File: src/rtl/ucdp_pkg.sv
package ucdp_pkg;

    localparam logic [7:0] DT_CONFIG    = 8'h02;
    localparam logic [7:0] DT_INTERFACE = 8'h04;
    localparam logic [7:0] DT_ENDPOINT  = 8'h05;

    localparam logic [2:0] FOUND_IF   = 3'h1;
    localparam logic [2:0] FOUND_BIN  = 3'h2;
    localparam logic [2:0] FOUND_BOUT = 3'h4;
    localparam logic [2:0] FOUND_ALL  = 3'h7;

    localparam logic [1:0] XFER_BULK = 2'b10;

    localparam logic [7:0] HDR_MIN_LEN  = 8'd4;
    localparam logic [7:0] DESC_MIN_LEN = 8'd2;

    typedef enum logic [2:0] {
        ST_OK         = 3'd0,
        ST_NOT_CONFIG = 3'd1,
        ST_DUP_OUT    = 3'd2,
        ST_DUP_IN     = 3'd3,
        ST_INCOMPLETE = 3'd4,
        ST_MALFORMED  = 3'd5
    } status_t;

    typedef struct packed {
        logic [7:0] data_byte;
        logic       first_byte;
        logic       last_byte;
    } beat_t;

    typedef struct packed {
        logic [7:0]  offset;
        logic [7:0]  cur_len;
        logic [7:0]  cur_type;
        logic [15:0] remaining;
        logic        in_header;
        logic [2:0]  found;
        logic [7:0]  pend_addr;
        logic [7:0]  pend_attr;
        logic [15:0] pend_size;
        logic [7:0]  if_num;
        logic [3:0]  in_num;
        logic [15:0] in_mps;
        logic [7:0]  in_ival;
        logic [3:0]  out_num;
        logic [15:0] out_mps;
        logic [7:0]  out_ival;
        logic        done;
    } parse_state_t;

    localparam parse_state_t PARSE_RESET = '{in_header: 1'b1, default: '0};

    typedef struct packed {
        logic [2:0]  status;
        logic [2:0]  found_mask;
        logic [7:0]  interface_number;
        logic [3:0]  in_endpoint_number;
        logic [15:0] in_max_packet;
        logic [7:0]  in_poll_interval;
        logic [3:0]  out_endpoint_number;
        logic [15:0] out_max_packet;
        logic [7:0]  out_poll_interval;
    } result_t;

endpackage

File: src/rtl/ucdp_in_if.sv
interface ucdp_in_if;
    logic       valid;
    logic       ready;
    logic [7:0] data_byte;
    logic       first_byte;
    logic       last_byte;

    modport source (output valid, data_byte, first_byte, last_byte, input ready);
    modport sink (input valid, data_byte, first_byte, last_byte, output ready);
endinterface

File: src/rtl/ucdp_out_if.sv
interface ucdp_out_if;
    logic        valid;
    logic        ready;
    logic [2:0]  status;
    logic [2:0]  found_mask;
    logic [7:0]  interface_number;
    logic [3:0]  in_endpoint_number;
    logic [15:0] in_max_packet;
    logic [7:0]  in_poll_interval;
    logic [3:0]  out_endpoint_number;
    logic [15:0] out_max_packet;
    logic [7:0]  out_poll_interval;

    modport source (output valid, status, found_mask, interface_number,
        in_endpoint_number, in_max_packet, in_poll_interval,
        out_endpoint_number, out_max_packet, out_poll_interval, input ready);
    modport sink (input valid, status, found_mask, interface_number,
        in_endpoint_number, in_max_packet, in_poll_interval,
        out_endpoint_number, out_max_packet, out_poll_interval, output ready);
endinterface

File: src/rtl/usb_config_descriptor_bulk_pair_parser_unit.sv
// A result beat passes from the input register through the combinational parse step into
// the result register; a byte is parsed only while the result register is empty or drains.
// Throughput: one descriptor byte per cycle through the parse step between the input
// register and the result register, while no result is held; a held result stalls the input.
// Reset clears the input and output valid flags and returns the parser to
// expecting a configuration header.
module usb_config_descriptor_bulk_pair_parser_unit (
    input  logic      clk,
    input  logic      rst_n,
    ucdp_in_if.sink   desc,
    ucdp_out_if.source result
);

    logic                   beat_valid;
    ucdp_pkg::beat_t        beat;
    logic                   process;
    ucdp_pkg::parse_state_t state_reg;
    ucdp_pkg::parse_state_t state_next;
    logic                   step_hit;
    ucdp_pkg::result_t      step_res;
    logic                   out_vld_reg;
    logic                   out_vld_next;
    ucdp_pkg::result_t      out_reg;

    assign process = beat_valid && (!out_vld_reg || result.ready);

    ucdp_in_stage u_in_stage (
        .clk        (clk),
        .rst_n      (rst_n),
        .desc       (desc),
        .advance    (process),
        .beat_valid (beat_valid),
        .beat       (beat)
    );

    ucdp_parse_step u_parse_step (
        .state      (state_reg),
        .beat       (beat),
        .state_next (state_next),
        .hit        (step_hit),
        .res        (step_res)
    );

    always_comb
    begin
        out_vld_next = out_vld_reg;
        if (process && step_hit)
        begin
            out_vld_next = 1'b1;
        end
        else if (result.ready)
        begin
            out_vld_next = 1'b0;
        end
    end

    always_ff @(posedge clk or negedge rst_n)
    begin
        if (!rst_n)
        begin
            state_reg   <= ucdp_pkg::PARSE_RESET;
            out_vld_reg <= 1'b0;
        end
        else
        begin
            out_vld_reg <= out_vld_next;
            if (process)
            begin
                state_reg <= state_next;
            end
        end
    end

    always_ff @(posedge clk)
    begin
        if (process && step_hit)
        begin
            out_reg <= step_res;
        end
    end

    assign result.valid               = out_vld_reg;
    assign result.status              = out_reg.status;
    assign result.found_mask          = out_reg.found_mask;
    assign result.interface_number    = out_reg.interface_number;
    assign result.in_endpoint_number  = out_reg.in_endpoint_number;
    assign result.in_max_packet       = out_reg.in_max_packet;
    assign result.in_poll_interval    = out_reg.in_poll_interval;
    assign result.out_endpoint_number = out_reg.out_endpoint_number;
    assign result.out_max_packet      = out_reg.out_max_packet;
    assign result.out_poll_interval   = out_reg.out_poll_interval;

    a_hit_loads_output: assert property (@(posedge clk) disable iff (!rst_n)
        process && step_hit |=> out_vld_reg)
        else $error("parse result was not loaded into the output register");

    a_done_holds: assert property (@(posedge clk) disable iff (!rst_n)
        process && state_reg.done && !beat.first_byte |=> state_reg.done)
        else $error("finished parse restarted without a first byte");

    a_ok_means_all: assert property (@(posedge clk) disable iff (!rst_n)
        out_vld_reg && out_reg.status == ucdp_pkg::ST_OK |->
        out_reg.found_mask == ucdp_pkg::FOUND_ALL)
        else $error("ok status without interface and both bulk endpoints");

    a_header_nothing_found: assert property (@(posedge clk) disable iff (!rst_n)
        state_reg.in_header |-> state_reg.found == 3'd0)
        else $error("descriptor found while still in the header");

endmodule

File: src/rtl/ucdp_in_stage.sv
module ucdp_in_stage (
    input  logic            clk,
    input  logic            rst_n,
    ucdp_in_if.sink         desc,
    input  logic            advance,
    output logic            beat_valid,
    output ucdp_pkg::beat_t beat
);

    logic            vld_reg;
    logic            vld_next;
    ucdp_pkg::beat_t beat_reg;
    logic            take;

    assign desc.ready = !vld_reg || advance;
    assign take       = desc.valid && desc.ready;

    always_comb
    begin
        vld_next = vld_reg;
        if (take)
        begin
            vld_next = 1'b1;
        end
        else if (advance)
        begin
            vld_next = 1'b0;
        end
    end

    always_ff @(posedge clk or negedge rst_n)
    begin
        if (!rst_n)
        begin
            vld_reg <= 1'b0;
        end
        else
        begin
            vld_reg <= vld_next;
        end
    end

    always_ff @(posedge clk)
    begin
        if (take)
        begin
            beat_reg.data_byte  <= desc.data_byte;
            beat_reg.first_byte <= desc.first_byte;
            beat_reg.last_byte  <= desc.last_byte;
        end
    end

    assign beat_valid = vld_reg;
    assign beat       = beat_reg;

endmodule

File: src/rtl/ucdp_parse_step.sv
module ucdp_parse_step (
    input  ucdp_pkg::parse_state_t state,
    input  ucdp_pkg::beat_t        beat,
    output ucdp_pkg::parse_state_t state_next,
    output logic                   hit,
    output ucdp_pkg::result_t      res
);

    ucdp_pkg::parse_state_t cur;
    ucdp_pkg::parse_state_t nxt;
    ucdp_pkg::status_t      code;
    logic                   err;
    logic [7:0]             d;
    logic [7:0]             off;
    logic [15:0]            total;
    logic                   at_end;

    always_comb
    begin
        cur    = beat.first_byte ? ucdp_pkg::PARSE_RESET : state;
        nxt    = cur;
        d      = beat.data_byte;
        off    = cur.offset;
        code   = ucdp_pkg::ST_OK;
        err    = 1'b0;
        total  = {d, cur.pend_size[7:0]};
        at_end = 1'b0;

        if (!cur.done)
        begin
            if (cur.in_header)
            begin
                case (off)
                    8'd0:
                    begin
                        nxt.cur_len = d;
                        if (d < ucdp_pkg::HDR_MIN_LEN)
                        begin
                            err  = 1'b1;
                            code = ucdp_pkg::ST_MALFORMED;
                        end
                    end
                    8'd1:
                    begin
                        nxt.cur_type = d;
                        if (d != ucdp_pkg::DT_CONFIG)
                        begin
                            err  = 1'b1;
                            code = ucdp_pkg::ST_NOT_CONFIG;
                        end
                    end
                    8'd2:
                    begin
                        nxt.pend_size = {8'd0, d};
                    end
                    8'd3:
                    begin
                        nxt.remaining = (total >= 16'd4) ? total - 16'd4 : 16'd0;
                    end
                    default:
                    begin
                        if (cur.remaining != 16'd0)
                        begin
                            nxt.remaining = cur.remaining - 16'd1;
                        end
                    end
                endcase
            end
            else
            begin
                if (cur.remaining != 16'd0)
                begin
                    nxt.remaining = cur.remaining - 16'd1;
                end
                if (off == 8'd0)
                begin
                    nxt.cur_len = d;
                    if (d < ucdp_pkg::DESC_MIN_LEN)
                    begin
                        err  = 1'b1;
                        code = ucdp_pkg::ST_MALFORMED;
                    end
                end
                else if (off == 8'd1)
                begin
                    nxt.cur_type = d;
                end
                else if (cur.cur_type == ucdp_pkg::DT_INTERFACE)
                begin
                    if (off == 8'd2)
                    begin
                        nxt.if_num = d;
                        nxt.found  = ucdp_pkg::FOUND_IF;
                    end
                end
                else if (cur.cur_type == ucdp_pkg::DT_ENDPOINT)
                begin
                    case (off)
                        8'd2: nxt.pend_addr = d;
                        8'd3: nxt.pend_attr = d;
                        8'd4: nxt.pend_size = {8'd0, d};
                        8'd5: nxt.pend_size = {d, cur.pend_size[7:0]};
                        8'd6:
                        begin
                            if (cur.pend_attr[1:0] == ucdp_pkg::XFER_BULK)
                            begin
                                if (!cur.pend_addr[7])
                                begin
                                    if ((cur.found & ucdp_pkg::FOUND_BOUT) != 3'd0)
                                    begin
                                        err  = 1'b1;
                                        code = ucdp_pkg::ST_DUP_OUT;
                                    end
                                    else
                                    begin
                                        nxt.found    = cur.found | ucdp_pkg::FOUND_BOUT;
                                        nxt.out_num  = cur.pend_addr[3:0];
                                        nxt.out_mps  = cur.pend_size;
                                        nxt.out_ival = d;
                                    end
                                end
                                else
                                begin
                                    if ((cur.found & ucdp_pkg::FOUND_BIN) != 3'd0)
                                    begin
                                        err  = 1'b1;
                                        code = ucdp_pkg::ST_DUP_IN;
                                    end
                                    else
                                    begin
                                        nxt.found   = cur.found | ucdp_pkg::FOUND_BIN;
                                        nxt.in_num  = cur.pend_addr[3:0];
                                        nxt.in_mps  = cur.pend_size;
                                        nxt.in_ival = d;
                                    end
                                end
                                if (!err && nxt.found == ucdp_pkg::FOUND_ALL)
                                begin
                                    err  = 1'b1;
                                    code = ucdp_pkg::ST_OK;
                                end
                            end
                        end
                        default:
                        begin
                        end
                    endcase
                end
            end

            if (!err)
            begin
                at_end = ({1'b0, off} + 9'd1) >= {1'b0, nxt.cur_len};
                if (at_end)
                begin
                    nxt.in_header = 1'b0;
                    nxt.offset    = 8'd0;
                    if (nxt.remaining < 16'd2)
                    begin
                        err  = 1'b1;
                        code = ucdp_pkg::ST_INCOMPLETE;
                    end
                end
                else
                begin
                    nxt.offset = off + 8'd1;
                end
            end

            if (!err && beat.last_byte)
            begin
                err  = 1'b1;
                code = ucdp_pkg::ST_INCOMPLETE;
            end

            if (err)
            begin
                nxt.done = 1'b1;
            end
        end

        state_next = nxt;
        hit        = err;

        res.status              = code;
        res.found_mask          = nxt.found;
        res.interface_number    = nxt.found[0] ? nxt.if_num : 8'd0;
        res.in_endpoint_number  = nxt.found[1] ? nxt.in_num : 4'd0;
        res.in_max_packet       = nxt.found[1] ? nxt.in_mps : 16'd0;
        res.in_poll_interval    = nxt.found[1] ? nxt.in_ival : 8'd0;
        res.out_endpoint_number = nxt.found[2] ? nxt.out_num : 4'd0;
        res.out_max_packet      = nxt.found[2] ? nxt.out_mps : 16'd0;
        res.out_poll_interval   = nxt.found[2] ? nxt.out_ival : 8'd0;
    end

endmodule

File: src/flat_wrapper.sv
// flat-port wrapper written by rule: the top's interface ports become plain ports
module usb_config_descriptor_bulk_pair_parser_unit_flat 
  (clk, rst_n, desc_valid, desc_data_byte, desc_first_byte, desc_last_byte, desc_ready, result_valid, result_status, result_found_mask, result_interface_number, result_in_endpoint_number, result_in_max_packet, result_in_poll_interval, result_out_endpoint_number, result_out_max_packet, result_out_poll_interval, result_ready);
  ucdp_in_if desc_i ();
  ucdp_out_if result_i ();
  input  logic clk;
  input  logic rst_n;
  input wire logic [$bits(desc_i.valid)-1:0] desc_valid;
  input wire logic [$bits(desc_i.data_byte)-1:0] desc_data_byte;
  input wire logic [$bits(desc_i.first_byte)-1:0] desc_first_byte;
  input wire logic [$bits(desc_i.last_byte)-1:0] desc_last_byte;
  output wire logic [$bits(desc_i.ready)-1:0] desc_ready;
  output wire logic [$bits(result_i.valid)-1:0] result_valid;
  output wire logic [$bits(result_i.status)-1:0] result_status;
  output wire logic [$bits(result_i.found_mask)-1:0] result_found_mask;
  output wire logic [$bits(result_i.interface_number)-1:0] result_interface_number;
  output wire logic [$bits(result_i.in_endpoint_number)-1:0] result_in_endpoint_number;
  output wire logic [$bits(result_i.in_max_packet)-1:0] result_in_max_packet;
  output wire logic [$bits(result_i.in_poll_interval)-1:0] result_in_poll_interval;
  output wire logic [$bits(result_i.out_endpoint_number)-1:0] result_out_endpoint_number;
  output wire logic [$bits(result_i.out_max_packet)-1:0] result_out_max_packet;
  output wire logic [$bits(result_i.out_poll_interval)-1:0] result_out_poll_interval;
  input wire logic [$bits(result_i.ready)-1:0] result_ready;
  assign desc_i.valid = desc_valid;
  assign desc_i.data_byte = desc_data_byte;
  assign desc_i.first_byte = desc_first_byte;
  assign desc_i.last_byte = desc_last_byte;
  assign desc_ready = desc_i.ready;
  assign result_valid = result_i.valid;
  assign result_status = result_i.status;
  assign result_found_mask = result_i.found_mask;
  assign result_interface_number = result_i.interface_number;
  assign result_in_endpoint_number = result_i.in_endpoint_number;
  assign result_in_max_packet = result_i.in_max_packet;
  assign result_in_poll_interval = result_i.in_poll_interval;
  assign result_out_endpoint_number = result_i.out_endpoint_number;
  assign result_out_max_packet = result_i.out_max_packet;
  assign result_out_poll_interval = result_i.out_poll_interval;
  assign result_i.ready = result_ready;
  usb_config_descriptor_bulk_pair_parser_unit u_core (.clk(clk), .rst_n(rst_n), .desc(desc_i), .result(result_i));
endmodule
File: config.mk
export PLATFORM = sky130hd
export DESIGN_NAME = usb_config_descriptor_bulk_pair_parser_unit_flat
export DESIGN_NICKNAME = d
export VERILOG_FILES = /design/src/rtl/ucdp_pkg.sv /design/src/rtl/ucdp_in_if.sv /design/src/rtl/ucdp_out_if.sv /design/src/rtl/usb_config_descriptor_bulk_pair_parser_unit.sv /design/src/rtl/ucdp_in_stage.sv /design/src/rtl/ucdp_parse_step.sv /design/src/flat_wrapper.sv
export SDC_FILE = /design/constraint.sdc
export NUM_CORES = 1
export LEC_CHECK = 0
export ABC_AREA = 1
export BUFFER_PORTS_ARGS = -buffer_cell sky130_fd_sc_hd__buf_2
export CORE_MARGIN = 2
export CORE_UTILIZATION = 55
export DETAILED_ROUTE_END_ITERATION = 6
export GPL_TIMING_DRIVEN = 0
export MAX_ROUTING_LAYER = met4
export PLACE_DENSITY = 0.74
export SYNTH_ARGS = -nofsm -noshare
export SYNTH_HDL_FRONTEND = slang
export SYNTH_SLANG_ARGS = --single-unit
File: constraint.sdc
create_clock -name clk -period 6.44 [get_ports clk]
set_clock_uncertainty 0.05 [all_clocks]
set_input_delay 1.288 -clock clk [delete_from_list [all_inputs] [get_ports clk]]
set_output_delay 1.288 -clock clk [all_outputs]
set_load 0.02 [all_outputs]
==> run metrics, run 1 <==
VDD IR max 0.265 mV; final wirelength 39.8 mm; total gr overflow 0; die height 153 µm; FFs w/ async S/R, synth approximately 63%; initial antenna violation count 0; kind of critical path reg -> reg; fin crit period 5.58 ns; Core Footprint 0.0218 mm²; sequential area share after synthesis 47.2%; Slew Limit Fails 0; Netlist cell types 52; #FFs+latches synth between 200 and 250; Post-Syn Nets 1597; WP data required 6.60 ns; CTS root buf clkbuf_16; max cap viols 0; Avg Cell Area, Syn 7.78 µm²; CTS Buf Count 24; combinational share of power 38.1%; post-route ant nets 0; crit path to u_core.result.out_max_packet[14]; Register-to-Register Path Depth 25; clock network power share a little over a quarter; fin util 63.6%; status complete, no violations; cts repair resizes 0; DRC violations left 0; Fin Hold WS 0.434 ns; reg2reg start u_core.u_in_stage.beat[1]; ys flop type dfrtp_1; maximum root-to-sink buffer count 3; H-tree Lvls 1; HP Class reg -> reg; FP Rows 54; max reg flops 132; # IOs 86; total track usage 35.1%; slew margin rel. 45.1%; overall die width between 150 and 200 µm; Worst-path clk slew roughly 0.060 ns; CP arrival 5.74 ns; startpoint types register; Pre-antenna DRT Iters 6; Final Cycle Share 86.6%; Synth Cell Area 0.0122 mm²; Vias between 10000 and 15000; share of layout cells above drive strength 1 12.4%; sw power 2.29 mW; crit path launch u_core.u_in_stage.beat[1]; DIE AREA 0.0234 mm²; reg-to-reg endpoint u_core.result.out_max_packet[14]; CP endpoint kind register; measured slew at the worst slew-check pin ~0.82 ns; final hold violations 0; clk sink count 214; fmax 0.179 GHz; Worst Path Max Fanout 50; pin count of the biggest net entering global routing 88; Synthesis Warnings 0; # nets final 1710; Port Buf Inserts 85; RSZ-0062 raised after global routing false; R2R Setup Slk 0.86 ns; Reg power frac 35.1%; GP Congestion a little over 1; internal power 3.19 mW; initial core utilization 55.9%; vias in the first global route ~11000; cts hold-fix bufs 0; postcts setup bufs 0; routed wire length per instance between 20 and 25 µm; DP HPWL 28.8 mm; Power Density 395 mW/mm²; initial DRC count 1232; first-pass GRT wire length 62.8 mm; latest clock arrival within the worst-skew pair between 0.5 and 0.6 ns; synthesized netlist cell count 1568; Post-synth EDFFs 80; Sw Share 41.8%; Via density around 5.9; area grow syn2layout 13.7%; Finish-stage setup viols 0; leakage power 6.30 nW; TritonCTS clock tree yes
## per-layer routing
metal / up-vias / global-route usage [%] / wire length, µm
met3: 124 / 5.16 / 3600
li1: 5470 / - / -
met2: 605 / 53.2 / 18000
met4: 0 / 14.2 / 1720
met5: - / - / 0
met1: 5522 / 47.9 / 16500
## stage by stage
stage          power, mW  area, µm²  cells  setup TNS [ns]  worst slack [ns]
2_1_floorplan       3.35      12200   1568               0              1.32
3_3_place_gp        3.93      13000   1933          -19.33            -0.291
3_5_place_dp        3.97      13000   1935               0             0.886
4_1_cts             5.43      13900   1979               0             0.867
5_1_grt             5.80      13900   1979               0             0.431
6_report            5.48      13900   1980               0             0.864
## cell usage in the layout (no fill, tap or decap), types with 5 or more instances in the layout
cell type / instances
nor2_2: 8
o21ai_1: 44
edfxtp_1: 80
nand2_2: 18
ha_1: 15
clkbuf_1: 59
a31oi_1: 40
inv_1: 170
a2bb2oi_1: 7
buf_6: 7
nor2_1: 192
nand4_1: 8
nor3_1: 7
nand2_4: 6
nand2_1: 341
nand3_1: 77
o21ai_0: 161
inv_2: 6
clkinv_1: 5
buf_2: 96
a21oi_1: 69
dfrtp_1: 133
o22ai_1: 33
xor2_1: 8
clkinvlp_4: 7
clkbuf_16: 24
o211ai_1: 14
nand3_2: 5
## synth_stat cells (12+ instances only)
cell type | number | area, µm²
o21ai_0 | 161 | 806
o211ai_1 | 14 | 105
buf_2 | 12 | 60.1
edfxtp_1 | 80 | 2400
o21ai_1 | 44 | 220
nand3_1 | 77 | 385
a21oi_1 | 69 | 345
o22ai_1 | 33 | 206
clkbuf_1 | 58 | 218
a31oi_1 | 40 | 250
dfrtp_1 | 133 | 3330
ha_1 | 15 | 188
inv_1 | 171 | 642
nand2_2 | 18 | 113
nor2_1 | 192 | 721
nand2_1 | 341 | 1280
## power by group through the flow
stage | Clock [mW] | Sequential (mW) | Combinational (mW)
after detailed placement | 0 | 1.94 | 2.04
after floorplan | 0 | 1.93 | 1.41
after CTS | 1.47 | 1.91 | 2.05
after global placement | 0 | 1.93 | 2.00
after global routing | 1.53 | 1.95 | 2.32
final | 1.46 | 1.92 | 2.09
## area by class of cell
class	count	area, µm²
clock inverter	19	234
buffer	84	388
antenna	1	2.50
timing repair buffer	87	479
sequential	214	5760
clock buffer	25	604
tap	280	350
inverter	181	682
fill	1923	7950
multi-input combinational	1089	5380
## worst min-delay path by stage
stage | cells after the start | end | startpoint | slack, ns
2_1_floorplan | 2 | u_core.state_reg[106] | u_core.state_reg[106] | 0.40
3_3_place_gp | 2 | u_core.state_reg[116] | u_core.state_reg[116] | 0.41
3_5_place_dp | 2 | u_core.state_reg[116] | u_core.state_reg[116] | 0.42
4_1_cts | 2 | u_core.state_reg[116] | u_core.state_reg[116] | 0.43
5_1_grt | 2 | u_core.state_reg[116] | u_core.state_reg[116] | 0.45
6_report | 2 | u_core.state_reg[116] | u_core.state_reg[116] | 0.43
## cells by family after synthesis
group	synth area share (%)
compound gates	17.6
xor+xnor	0.646
fa+ha+maj	1.54
buf+inv	8.77
flops	47.2
simple gates	24.3
## critical path: stages (launching register included)
cell      delay (ns)
edfxtp_1        0.51
clkbuf_1        0.38
nor2_1          0.43
inv_1           0.12
ha_1            0.26
nand3_1         0.12
inv_1           0.07
nand2_2         0.17
clkbuf_1        0.34
a31oi_1         0.17
ha_1            0.37
nand2_1         0.06
o211ai_1        0.17
nand3_1         0.09
nand2_1         0.07
nand3_1         0.06
nand2_1         0.06
nand2_1         0.05
nand2_1         0.20
nand3_1         0.13
nor2_2          0.14
nand3_1         0.18
nand3_1         0.14
nand2_1         0.10
inv_2           0.44
buf_12          0.32
Note: power is estimated with default switching activity, not from simulation.
==> run 2, diff against run 1 <==
--- a/config.mk
+++ b/config.mk
@@ -5,14 +5,13 @@
 export SDC_FILE = /design/constraint.sdc
 export NUM_CORES = 1
 export LEC_CHECK = 0
-export ABC_AREA = 1
 export BUFFER_PORTS_ARGS = -buffer_cell sky130_fd_sc_hd__buf_2
 export CORE_MARGIN = 2
 export CORE_UTILIZATION = 55
 export DETAILED_ROUTE_END_ITERATION = 6
 export GPL_TIMING_DRIVEN = 0
 export MAX_ROUTING_LAYER = met4
-export PLACE_DENSITY = 0.74
+export PLACE_DENSITY = 0.77
 export SYNTH_ARGS = -nofsm -noshare
 export SYNTH_HDL_FRONTEND = slang
 export SYNTH_SLANG_ARGS = --single-unit
==> constraint.sdc (replaced) <==
create_clock -name clk -period 4.98 [get_ports clk]
set_clock_uncertainty 0.05 [all_clocks]
set_input_delay 0.996 -clock clk [delete_from_list [all_inputs] [get_ports clk]]
set_output_delay 0.996 -clock clk [all_outputs]
set_load 0.02 [all_outputs]
==> run metrics, run 2 <==
fin cells 1595; Via density 6.36; DP HPWL 23.2 mm; status complete, no violations; startpoint types register; HP Class in -> async; Vias around 10000; total track usage 33.3%; FP Rows 52; crit path to u_core.result.interface_number[5]; setup slack at placement -2.00 ns; slew margin rel. 28.6%; clk sink count 214; Avg Cell Area, Syn 9.36 µm²; WP data required between 5 and 6 ns; fin util ~64%; fmax 0.209 GHz; setup TNS 0 ns; Post-Syn Nets 1224; top cells by area, synth dfrtp_1 30%, edfxtp_1 21%, nand2_1 8.2%; CP endpoint kind register; reg-to-reg endpoint u_core.result.interface_number[5]; synthesized netlist cell count 1195; synth cell count leaders 243 x nand2_1, 133 x dfrtp_1, 103 x o21ai_0; Pre-antenna DRT Iters 5; share of layout cells above drive strength 1 13.8%; Reg power frac 37.1%; ys flop type dfrtp_1; Port Buf Inserts 85; latest clock arrival within the worst-skew pair around 0.52 ns; crit path launch u_core.u_in_stage.beat[1]; cts hold-fix bufs 0; H-tree Lvls 1; cell taking the most area after synthesis dfrtp_1; Synth Cell Area 0.0112 mm²; Inserted Diodes 0; combinational share of power 34.5%; Adder-Cell Fraction of Synth Area 1.68%; internal power 4.14 mW; clock network power share 28.4%; routed wire length per instance 21.7 µm; Post-synth EDFFs 80; max reg flops between 100 and 150; Sw Share 37.6%; CTS Buf Count 23; sequential area share after synthesis 51.5%; Setup WS post-layout 0.194 ns; VDD IR max between 0.2 and 0.3 mV; Core Footprint 0.0201 mm²; xor/xnor share of the synthesized area 1.25%; post-route ant nets 0; GP Congestion approximately 0.99; largest family of logic cells by synthesized area compound AO/OA/AOI/OAI gates; Register-to-Register Path Depth 19; Design Area, Final 0.0129 mm²; Crit path depth 19; Worst path top cell family by delay buffers and inverters; total gr overflow 0; post-synthesis simple-gate area fraction between 15 and 20%; Most common cell on crit path a21o_1; kind of critical path reg -> reg; Power Density 513 mW/mm²; Area after DPL approximately 0.012 mm²; CTS root buf clkbuf_16; measured slew at the worst slew-check pin around 1.1 ns; die height 147 µm; # nets final 1337; area grow syn2layout 15.6%; Synthesis Warnings 0; initial core utilization 55.6%; vias in the first global route 9510; R2R Setup Slk 0.19 ns; DIE AREA approximately 0.021 mm²; pin count of the biggest net entering global routing 69; leakage power roughly 5.3 nW; Worst Path Buf+Inv 5; max cap viols 0; initial DRC count 1376; worst path cell trace clkinvlp_4, buf_2, buf_4, nand2_1, ha_2, clkbuf_2, nand2_2, nand3_1, o21ai_1, ha_1, nand2b_1, a21o_1, a21o_1, a211oi_2, o21ai_2, and4b_1, nand4_1, buf_12, nand2_8; Netlist cell types 75; most common cell after layout, fill and taps aside nand2_1; TritonCTS clock tree yes; FFs w/ async S/R, synth 62.6%; Worst-path clk slew 0.06 ns; FF+latch area about 0.0058 mm²; Fin Hold WS between 0.4 and 0.5 ns; reg2reg start u_core.u_in_stage.beat[1]; RSZ-0062 raised after global routing false; final wirelength 34.6 mm; CP max stage cell edfxtp_1; max incr delay on CP 0.51 ns; # IOs 86; top-area cell type share of the netlist area 29.8%; first-pass GRT wire length between 50 and 60 mm; Worst Path Max Fanout 35; Overall Power between 6 and 7 mW; sw power 2.49 mW; area of the multi-input gates about 0.0050 mm²; Slew Limit Fails 0; CP arrival ~5 ns; mux cell area share after synthesis 0.537%; initial antenna violation count 0; most frequent cells in the layout 241 x nand2_1, 133 x dfrtp_1, 100 x o21ai_0, 96 x buf_2, 83 x a21oi_1; fin crit period ~4.8 ns; overall die width 147 µm; Post-Place Cells 1551; fillers 1637; most common cell in the netlist nand2_1; final hold violations 0; Finish-stage setup viols 0; DRC violations left 0; compound-cell area share of the yosys netlist 21.6%; #FFs+latches synth 214; maximum root-to-sink buffer count 3; Final Cycle Share 96.1%
## run 2: metal layers
layer | part of all wire [%] | track usage, %
met1 | 42 | 49.4
met2 | 42 | 46.1
met3 | 12 | 6.72
met4 | 3.7 | 10.7
met5 | 0 | -
## run 2: power groups by stage
stage               Combinational [mW]  Sequential, mW  Clock [mW]
floorplan                         1.43            2.54           0
global placement                  2.14            2.47           0
detailed placement                2.16            2.48           0
CTS                               2.21            2.45        1.89
global route                      2.48            2.50        1.97
finish                            2.29            2.46        1.88
## run 2: worst min-delay path by stage
| stage | from | end | slack (ns) | depth (start not counted) |
|---|---|---|---|---|
| final | rst_n | u_core.state_reg[62] | 0.42 | 1 |
| after global routing | u_core.state_reg[81] | u_core.state_reg[81] | 0.45 | 2 |
| after CTS | u_core.state_reg[82] | u_core.state_reg[82] | 0.43 | 2 |
| after detailed placement | u_core.state_reg[82] | u_core.state_reg[82] | 0.42 | 2 |
| after global placement | u_core.state_reg[81] | u_core.state_reg[81] | 0.41 | 2 |
| after floorplan | u_core.state_reg[82] | u_core.state_reg[82] | 0.39 | 2 |
## run 2: repair_timing
| action | CTS | global route |
|---|---|---|
| resized for setup | 12 | 9 |
| pin swaps | 3 | 0 |
| endpoints found under the hold margin | 0 | 0 |
| endpoints found under the setup margin | 209 | 77 |
| buffers inserted | 4 | 0 |
| cloned | 2 | 0 |
## run 2: cell type report
class	count	share of cell area, %
inverter	16	0.494
timing repair buffer	90	3.88
buffer	90	2.95
clock inverter	12	1.38
multi-input combinational	873	39.0
clock buffer	30	5.14
tap	270	2.61
sequential	214	44.5
## run 2: logic make-up (layout without fill, tap and decap cells)
group           count (synthesis)  in the layout
buf+inv                       110            238
flops                         214            214
simple gates                  463            465
fa+ha+maj                      15             15
mux                             6              6
compound gates                371            371
xor+xnor                       16             16
